--- src/rtl/core/assert_macros.svh ---
// Assertion helpers for the capture controller.
// Each macro expects clk and arst_n in the scope where it is used.
`ifndef ASSERT_MACROS_SVH
`define ASSERT_MACROS_SVH

// The antecedent holding implies the consequent in the same cycle.
`define TIC_ASSERT_IMPL(lbl, ante, cons, msg) \
	lbl: assert property (@(posedge clk) disable iff (!arst_n) (ante) |-> (cons)) \
		else $error(msg);

// The antecedent holding implies the consequent in the next cycle.
`define TIC_ASSERT_NEXT(lbl, ante, cons, msg) \
	lbl: assert property (@(posedge clk) disable iff (!arst_n) (ante) |=> (cons)) \
		else $error(msg);

`endif

--- src/rtl/core/tic_pkg.sv ---
`timescale 1ns / 1ps
// ----------------------------------------------------------------------------
// tic_pkg
// Types and constants shared by the triggered interval capture block.
// ----------------------------------------------------------------------------
package tic_pkg;

	localparam int PINS_W     = 16;
	localparam int IDX_W      = 12;
	localparam int ELAPSED_W  = 16;
	localparam int ACC_W      = 25;
	localparam int INTERVAL_W = 24;
	localparam int TIMEOUT_W  = 16;
	localparam int DEPTH_W    = 13;
	localparam int TRIG_BIT_W = 4;
	localparam int CFG_IDX_W  = 3;
	localparam int CFG_DATA_W = 24;

	// Register values after reset.
	localparam logic [TIMEOUT_W-1:0]  TIMEOUT_RST  = 16'd7000;
	localparam logic [INTERVAL_W-1:0] INTERVAL_RST = 24'd16000;

	// Commands carried by an input beat.
	typedef enum logic [1:0] {
		ACT_TICK  = 2'd0,
		ACT_START = 2'd1,
		ACT_STOP  = 2'd2
	} action_t;

	// Configuration register indexes.
	typedef enum logic [CFG_IDX_W-1:0] {
		CFG_TRIG_EN   = 3'd0,
		CFG_TRIG_BIT  = 3'd1,
		CFG_TIMEOUT   = 3'd2,
		CFG_INTERVAL  = 3'd3,
		CFG_DEPTH     = 3'd4
	} cfg_reg_t;

	// Controller phase.
	typedef enum logic [1:0] {
		PH_IDLE    = 2'd0,
		PH_WAIT    = 2'd1,
		PH_CAPTURE = 2'd2
	} phase_t;

	typedef struct packed {
		logic [1:0]           action;
		logic [PINS_W-1:0]    pins;
		logic [ELAPSED_W-1:0] elapsed;
	} tic_item_t;

	typedef struct packed {
		logic [PINS_W-1:0] sample_pins;
		logic [IDX_W-1:0]  sample_index;
		logic              is_sample;
		logic              last;
		logic              stopped_early;
		logic              timed_out;
	} tic_result_t;

endpackage

--- src/rtl/core/triggered_interval_capture.sv ---
`timescale 1ns / 1ps
// A result beat passes through the input register and then the result register
// after its input beat is accepted; a stalled result holds both registers.
// Throughput: one input beat per cycle; the input register and the result
// register each take a beat per cycle while the result side is not stalled.
// The combinational accumulate, saturate and compare step sets this rate.
// Reset clears the phase, the counters and the flags, and loads register defaults.
// ----------------------------------------------------------------------------
// triggered_interval_capture
// Capture controller of a logic analyzer: on start, waits for a pin change or
// a poll timeout if the trigger is enabled, then emits one pin word per sample interval.
// ----------------------------------------------------------------------------
`include "assert_macros.svh"

module triggered_interval_capture #(
	parameter int MAX_DEPTH = 4096
) (
	input  logic                            clk,
	input  logic                            arst_n,
	input  logic                            item_valid,
	output logic                            item_stall,
	input  tic_pkg::tic_item_t              item,
	output logic                            result_valid,
	input  logic                            result_stall,
	output tic_pkg::tic_result_t            result,
	input  logic                            cfg_we,
	input  logic [tic_pkg::CFG_IDX_W-1:0]   cfg_index,
	input  logic [tic_pkg::CFG_DATA_W-1:0]  cfg_data
);
	import tic_pkg::*;

	localparam int SCNT_W    = $clog2(MAX_DEPTH + 1);
	localparam int DEPTH_CAP = (1 << DEPTH_W) - 1;
	localparam int DEPTH_RST = (MAX_DEPTH > DEPTH_CAP) ? DEPTH_CAP : MAX_DEPTH;

	// Configuration registers.
	logic                  trig_en_q;
	logic [TRIG_BIT_W-1:0] trig_bit_q;
	logic [TIMEOUT_W-1:0]  timeout_q;
	logic [INTERVAL_W-1:0] interval_q;
	logic [DEPTH_W-1:0]    depth_q;

	// Controller state.
	phase_t               phase_q, phase_d;
	logic                 ref_bit_q, ref_bit_d;
	logic                 have_ref_q, have_ref_d;
	logic [TIMEOUT_W-1:0] poll_q, poll_d;
	logic [ACC_W-1:0]     acc_q, acc_d;
	logic [SCNT_W-1:0]    scnt_q, scnt_d;
	logic                 tmo_q, tmo_d;

	// Input stage and result stage.
	logic        item_valid_s1;
	tic_item_t   item_s1;
	logic        result_valid_q;
	tic_result_t result_q;

	logic        advance;
	logic        fire;
	logic        res_valid_d;
	tic_result_t res_d;

	// Datapath intermediates.
	logic [ACC_W:0]        acc_sum;
	logic [ACC_W-1:0]      acc_sat;
	logic                  take;
	logic [ACC_W-1:0]      acc_rem;
	logic [SCNT_W-1:0]     scnt_inc;
	logic                  fin;
	logic                  trig_b;
	logic                  trig_change;
	logic                  trig_timeout;
	logic [31:0]           scnt_ext;
	logic [DEPTH_W-1:0]    depth_wr;

	// Handshake: the input stage moves on unless a held result is stalled.
	assign advance    = !(result_valid_q && result_stall);
	assign fire       = item_valid_s1 && advance;
	assign item_stall = item_valid_s1 && !advance;

	assign result_valid = result_valid_q;
	assign result       = result_q;

	// Configuration writes.
	assign depth_wr = cfg_data[DEPTH_W-1:0];

	always_ff @(posedge clk or negedge arst_n) begin
		if (!arst_n) begin
			trig_en_q  <= 1'b0;
			trig_bit_q <= '0;
			timeout_q  <= TIMEOUT_RST;
			interval_q <= INTERVAL_RST;
			depth_q    <= DEPTH_W'(DEPTH_RST);
		end else if (cfg_we) begin
			unique case (cfg_index)
				CFG_TRIG_EN:  trig_en_q  <= cfg_data[0];
				CFG_TRIG_BIT: trig_bit_q <= cfg_data[TRIG_BIT_W-1:0];
				CFG_TIMEOUT:  timeout_q  <= cfg_data[TIMEOUT_W-1:0];
				CFG_INTERVAL: interval_q <= cfg_data[INTERVAL_W-1:0];
				CFG_DEPTH: begin
					// Zero or a depth beyond the buffer leaves the old depth.
					if (depth_wr != '0 && 32'(depth_wr) <= 32'(MAX_DEPTH))
						depth_q <= depth_wr;
				end
				default: ;
			endcase
		end
	end

	// Input register.
	always_ff @(posedge clk or negedge arst_n) begin
		if (!arst_n) begin
			item_valid_s1 <= 1'b0;
		end else if (item_valid && !item_stall) begin
			item_valid_s1 <= 1'b1;
		end else if (fire) begin
			item_valid_s1 <= 1'b0;
		end
	end

	always_ff @(posedge clk) begin
		if (item_valid && !item_stall)
			item_s1 <= item;
	end

	// Shared arithmetic: accumulate with saturation, then test the interval.
	always_comb begin
		acc_sum      = {1'b0, acc_q} + (ACC_W + 1)'(item_s1.elapsed);
		acc_sat      = acc_sum[ACC_W] ? {ACC_W{1'b1}} : acc_sum[ACC_W-1:0];
		take         = acc_sat >= ACC_W'(interval_q);
		acc_rem      = acc_sat - ACC_W'(interval_q);
		scnt_inc     = scnt_q + SCNT_W'(1);
		fin          = 32'(scnt_inc) >= 32'(depth_q);
		trig_b       = item_s1.pins[trig_bit_q];
		trig_change  = trig_b != ref_bit_q;
		trig_timeout = poll_q >= timeout_q;
		scnt_ext     = 32'(scnt_q);
	end

	// Next phase.
	always_comb begin
		phase_d = phase_q;
		case (item_s1.action)
			ACT_START: phase_d = trig_en_q ? PH_WAIT : PH_CAPTURE;
			ACT_STOP:  phase_d = PH_IDLE;
			ACT_TICK: begin
				unique case (phase_q)
					PH_WAIT: begin
						if (have_ref_q && (trig_change || trig_timeout))
							phase_d = PH_CAPTURE;
					end
					PH_CAPTURE: begin
						if (take && fin)
							phase_d = PH_IDLE;
					end
					default: ;
				endcase
			end
			default: ;
		endcase
	end

	// Counters, flags and the result beat.
	always_comb begin
		ref_bit_d   = ref_bit_q;
		have_ref_d  = have_ref_q;
		poll_d      = poll_q;
		acc_d       = acc_q;
		scnt_d      = scnt_q;
		tmo_d       = tmo_q;
		res_valid_d = 1'b0;
		res_d       = '0;
		case (item_s1.action)
			ACT_START: begin
				ref_bit_d  = 1'b0;
				have_ref_d = 1'b0;
				poll_d     = '0;
				acc_d      = '0;
				scnt_d     = '0;
				tmo_d      = 1'b0;
			end
			ACT_STOP: begin
				// A stop while armed or capturing closes the capture.
				if (phase_q != PH_IDLE) begin
					res_valid_d         = 1'b1;
					res_d.sample_index  = scnt_ext[IDX_W-1:0];
					res_d.last          = 1'b1;
					res_d.stopped_early = 1'b1;
					res_d.timed_out     = tmo_q;
				end
			end
			ACT_TICK: begin
				unique case (phase_q)
					PH_WAIT: begin
						if (!have_ref_q) begin
							ref_bit_d  = trig_b;
							have_ref_d = 1'b1;
						end else if (trig_change) begin
							tmo_d = 1'b0;
							acc_d = '0;
						end else if (trig_timeout) begin
							tmo_d = 1'b1;
							acc_d = '0;
						end else begin
							poll_d = poll_q + TIMEOUT_W'(1);
						end
					end
					PH_CAPTURE: begin
						if (take) begin
							acc_d              = acc_rem;
							scnt_d             = scnt_inc;
							res_valid_d        = 1'b1;
							res_d.sample_pins  = item_s1.pins;
							res_d.sample_index = scnt_ext[IDX_W-1:0];
							res_d.is_sample    = 1'b1;
							res_d.last         = fin;
							res_d.timed_out    = tmo_q;
						end else begin
							acc_d = acc_sat;
						end
					end
					default: ;
				endcase
			end
			default: ;
		endcase
	end

	// State update when the input stage hands its beat on.
	always_ff @(posedge clk or negedge arst_n) begin
		if (!arst_n) begin
			phase_q    <= PH_IDLE;
			ref_bit_q  <= 1'b0;
			have_ref_q <= 1'b0;
			poll_q     <= '0;
			acc_q      <= '0;
			scnt_q     <= '0;
			tmo_q      <= 1'b0;
		end else if (fire) begin
			phase_q    <= phase_d;
			ref_bit_q  <= ref_bit_d;
			have_ref_q <= have_ref_d;
			poll_q     <= poll_d;
			acc_q      <= acc_d;
			scnt_q     <= scnt_d;
			tmo_q      <= tmo_d;
		end
	end

	// Result register.
	always_ff @(posedge clk or negedge arst_n) begin
		if (!arst_n) begin
			result_valid_q <= 1'b0;
		end else if (advance) begin
			result_valid_q <= fire && res_valid_d;
		end
	end

	always_ff @(posedge clk) begin
		if (fire && res_valid_d)
			result_q <= res_d;
	end

	// Checks.
	`TIC_ASSERT_IMPL(a_stall_only_on_held, item_stall, result_valid && result_stall,
		"input stalled while the result side is free")
	`TIC_ASSERT_IMPL(a_stop_beat_marks, result_valid && !result.is_sample,
		result.last && result.stopped_early && result.sample_pins == '0,
		"stop-only beat without last or stop mark")
	`TIC_ASSERT_IMPL(a_sample_not_stop, result_valid && result.is_sample,
		!result.stopped_early, "sample beat marked as stopped")

endmodule

--- config.mk ---
export PLATFORM = sky130hd
export DESIGN_NAME = triggered_interval_capture
export DESIGN_NICKNAME = d
export VERILOG_FILES = /design/src/rtl/core/tic_pkg.sv /design/src/rtl/core/triggered_interval_capture.sv
export VERILOG_INCLUDE_DIRS = /design/src /design/src/rtl/core
export SDC_FILE = /design/constraint.sdc
export NUM_CORES = 1
export LEC_CHECK = 0
export BUFFER_PORTS_ARGS = -buffer_cell sky130_fd_sc_hd__buf_4
export CAP_MARGIN = 20
export CORE_AREA = 2 2 135 235
export CTS_CLUSTER_DIAMETER = 50
export DETAILED_ROUTE_END_ITERATION = 6
export DIE_AREA = 0 0 137 237
export PLACE_DENSITY = 0.55
export REMOVE_ABC_BUFFERS = 1
export SYNTH_ARGS = -nofsm -noshare
export SYNTH_HDL_FRONTEND = slang
export SYNTH_SLANG_ARGS = --single-unit
--- constraint.sdc ---
create_clock -name clk -period 12 [get_ports clk]
set_clock_uncertainty 0.05 [all_clocks]
set_input_delay 0.6 -clock clk [delete_from_list [all_inputs] [get_ports clk]]
set_output_delay 0.6 -clock clk [all_outputs]
set_load 0.02 [all_outputs]
==> results.json <==
{
  "routed_wl_um": 27300,
  "worst-setup-path-type": "reg -> reg",
  "yosysMostFrequentCell": "nand2_1",
  "grt_max_degree": 76,
  "cp_max_fo": 22,
  "dp_cells": 1490,
  "synthAdderAreaFrac_pct": 8.83,
  "crit_start": "acc_q[1]",
  "cts.sinks": 185,
  "antenna_found_initial": 0,
  "hold_class": "in -> async",
  "setup_slack_ps": 5760,
  "cts-root-buf": "clkbuf_16",
  "tightest_slew_ps": 1010,
  "clk_latency_ps": 460,
  "htreeDepth": 4,
  "status": "completed",
  "drive_gt1_share_pct": 18.8,
  "initial_utilization_pct": 34.3,
  "vdd_ir_drop_max_mv": 0.0983,
  "wl_per_cell_um": 17.9,
  "wl_met3_um": 928,
  "crit_required_ps": 12100,
  "ff2ff_setup_slack_ps": 5760,
  "synth_top_family_by_area": "compound AO/OA/AOI/OAI gates",
  "tns_ps": 0,
  "synth_warnings": 0,
  "dp_slack_ps": 5740,
  "grt_pass1_vias": 8145,
  "synth-compound-area-share_pct": 15.2,
  "yosys.area_share.simple_pct": 14.3,
  "area_growth_syn_to_layout_pct": 17.3,
  "cellPowerDensity_nw_per_um2": 168,
  "die-area_um2": 32500,
  "hold_buffers": 0,
  "viasPerCell": 5.23,
  "reg2reg_to": "result[30]",
  "max_freq_mhz": 160,
  "critPathArrivalTime_ps": 6340,
  "slew_violations": 0,
  "avgSynthCellArea_um2": 10.3,
  "synth_edf_count": 66,
  "clkPwrFrac_pct": 28.4,
  "numPortBuffers": 99,
  "cts-resized-gates": 0,
  "syn_inst": 1022,
  "core_area_um2": 30600,
  "drv_cap": 0,
  "cp-end-kind": "flop",
  "post_cts_buffers": 0,
  "diodes": 0,
  "vias": 7960,
  "nets": 1258,
  "ys_seq_area_share_pct": 47.3,
  "yosys.area.top_type": "dfrtp_1",
  "fin_crit_ps": 6240,
  "register_area_um2": 4980,
  "top_layer": "met4",
  "comb_power_share_pct": 33.9,
  "synth_mux_area_share_pct": 5.31,
  "rr_startpoint": "acc_q[1]",
  "drc": 0,
  "ios": 100,
  "grt_pass1_wl_um": 43000,
  "dr.pass1.iters": 5,
  "post-synth-top-area-fraction_pct": 25.0,
  "layoutNonFillerInstCount": 1523,
  "seqPwrFrac_pct": 37.7,
  "synth_commonest_cells": "nand2_1 (107), dfrtp_1 (105), o21ai_0 (84)",
  "final_area_um2": 12300,
  "chipWidth_um": 137,
  "yosys.area_share.xor_xnor_pct": 5.17,
  "dp_hpwl_um": 20400,
  "switching_power_mw": 0.744,
  "setup_viol": 0,
  "drt_first_iter_violations": 290,
  "ys_top_cells_by_area": "dfrtp_1 (25%), edfxtp_1 (19%), ha_1 (8.5%), o21ai_0 (4.0%), nand2_1 (3.8%)",
  "setup.worst_path.end": "result[30]",
  "wl_met2_um": 15000,
  "ys.flop_type": "dfrtp_1",
  "fin_crit_sh_pct": 52.0,
  "finalHoldViolCount": 0,
  "synth-async-reset-ratio_pct": 64.3,
  "grt_usage_pct": 17.6,
  "cts_tree": "done",
  "reg2reg_depth": 20,
  "intPower_mw": 1.32,
  "placed_area_um2": 11700,
  "slew_headroom_pct": 32.5,
  "dieHeight_um": 237,
  "yosys.cell_types.count": 66,
  "rsz0062_at_grt": "false",
  "critPathLaunchType": "flop",
  "ant_nets": 0,
  "clkTransAtPathRegs_ps": 80,
  "drt-met1-wl_um": 10300,
  "rows": 85,
  "multi_input_area_um2": 5150,
  "cts.path.max_buffers": 2,
  "synth_area_um2": 10500,
  "ys_seq_elements": 185,
  "grt-ovfl-total": 0,
  "cts_buffers": 17,
  "gp_congestion": 0.887,
  "total_leakage_power_nw": 5.59,
  "n_fill_cell": 3046,
  "p_sw_share_pct": 36.0
}
-- state kept, by name (all words and copies together) (netlist names) --
register       cells
result_valid       1
have_ref_q         1
item_s1           34
trig_bit_q         4
ref_bit_q          1
result            32
tmo_q              1
timeout_q         16
poll_q            16
scnt_q            13
phase_q            2
depth_q           13
trig_en_q          1
item_valid_s1      1
acc_q             25
interval_q        24
-- layer usage --
layer	GRT usage (%)	vias up
li1	-	3853
met1	18.3	3875
met2	32.8	165
met3	3.45	67
met4	8.15	0
met5	0	-
-- critical path, stage by stage, from the launching register on --
cell and delay (ps):
dfrtp_1 420, ha_1 330, a211oi_1 290, o21ai_0 260, nand3_1 210, nand3_1 190, a21oi_1 300, or2_2 440
o21ai_0 220, ha_1 400, and3_1 280, nand3_1 100, o21ai_0 220, nor2_1 100, a211oi_1 260, o21ba_2 220
nor2_1 100, buf_4 230, or2_2 260, nor2b_2 670, buf_4 380
-- placed cells by master (no fill, tap or decap), types with 7 or more instances in the layout --
master	instances
buf_4	111
nand2_1	107
dfrtp_1	105
o21ai_0	84
ha_1	71
inv_1	67
edfxtp_1	66
nor2_1	59
a21oi_1	49
xor2_1	36
mux2_2	35
and2_1	31
nand3_1	29
xnor2_1	26
a21o_1	21
nor3_1	18
and3_1	17
clkbuf_16	17
dfstp_2	14
a22o_1	11
o21a_1	10
nor2b_1	10
nand4_1	9
a211oi_1	8
o211ai_1	7
nand2b_1	7
-- final cells by class --
class,count,area share (%)
clock buffer,17,3.45
clock inverter,15,1.53
inverter,67,2.04
multi-input combinational,736,41.7
sequential,185,40.3
tap,391,3.97
timing repair buffer,112,6.92
-- power groups by stage --
stage	clock, mW	sequential (mW)	combinational (mW)
after global placement	0	0.792	0.692
final	0.587	0.780	0.700
after global routing	0.625	0.791	0.784
after CTS	0.602	0.781	0.703
after detailed placement	0	0.794	0.698
after floorplan	0	0.789	0.509
-- worst min-delay path by stage --
| stage | slack (ps) | cells past startpoint | end |
|---|---|---|---|
| after floorplan | 250 | 0 | acc_q[0] |
| after global placement | 420 | 2 | acc_q[6] |
| after detailed placement | 430 | 2 | acc_q[15] |
| after CTS | 130 | 1 | interval_q[23] |
| after global routing | 150 | 1 | poll_q[13] |
| final | 120 | 1 | poll_q[14] |
-- logic make-up (layout without fill, tap and decap cells) --
logic type                 count (synthesis)  after routing
and+or+nand+nor                          313            313
buffers and inverters                    101            211
DFF                                      185            185
muxes                                     44             44
xor gates and xnor gates                  62             62
adders and majority gates                 73             73
AOI/OAI and AO/OA                        244            244
-- per-stage QoR --
stage                     utilization (%)  power, mW  hold WS [ps]
final                                40.3       2.07           118
after global routing                 40.3       2.20           152
after detailed placement             38.2       1.49           427
after global placement               38.2       1.48           417
after floorplan                         -       1.30           254
after CTS                            40.2       2.09           131
Power figures use the tool's default switching activity.
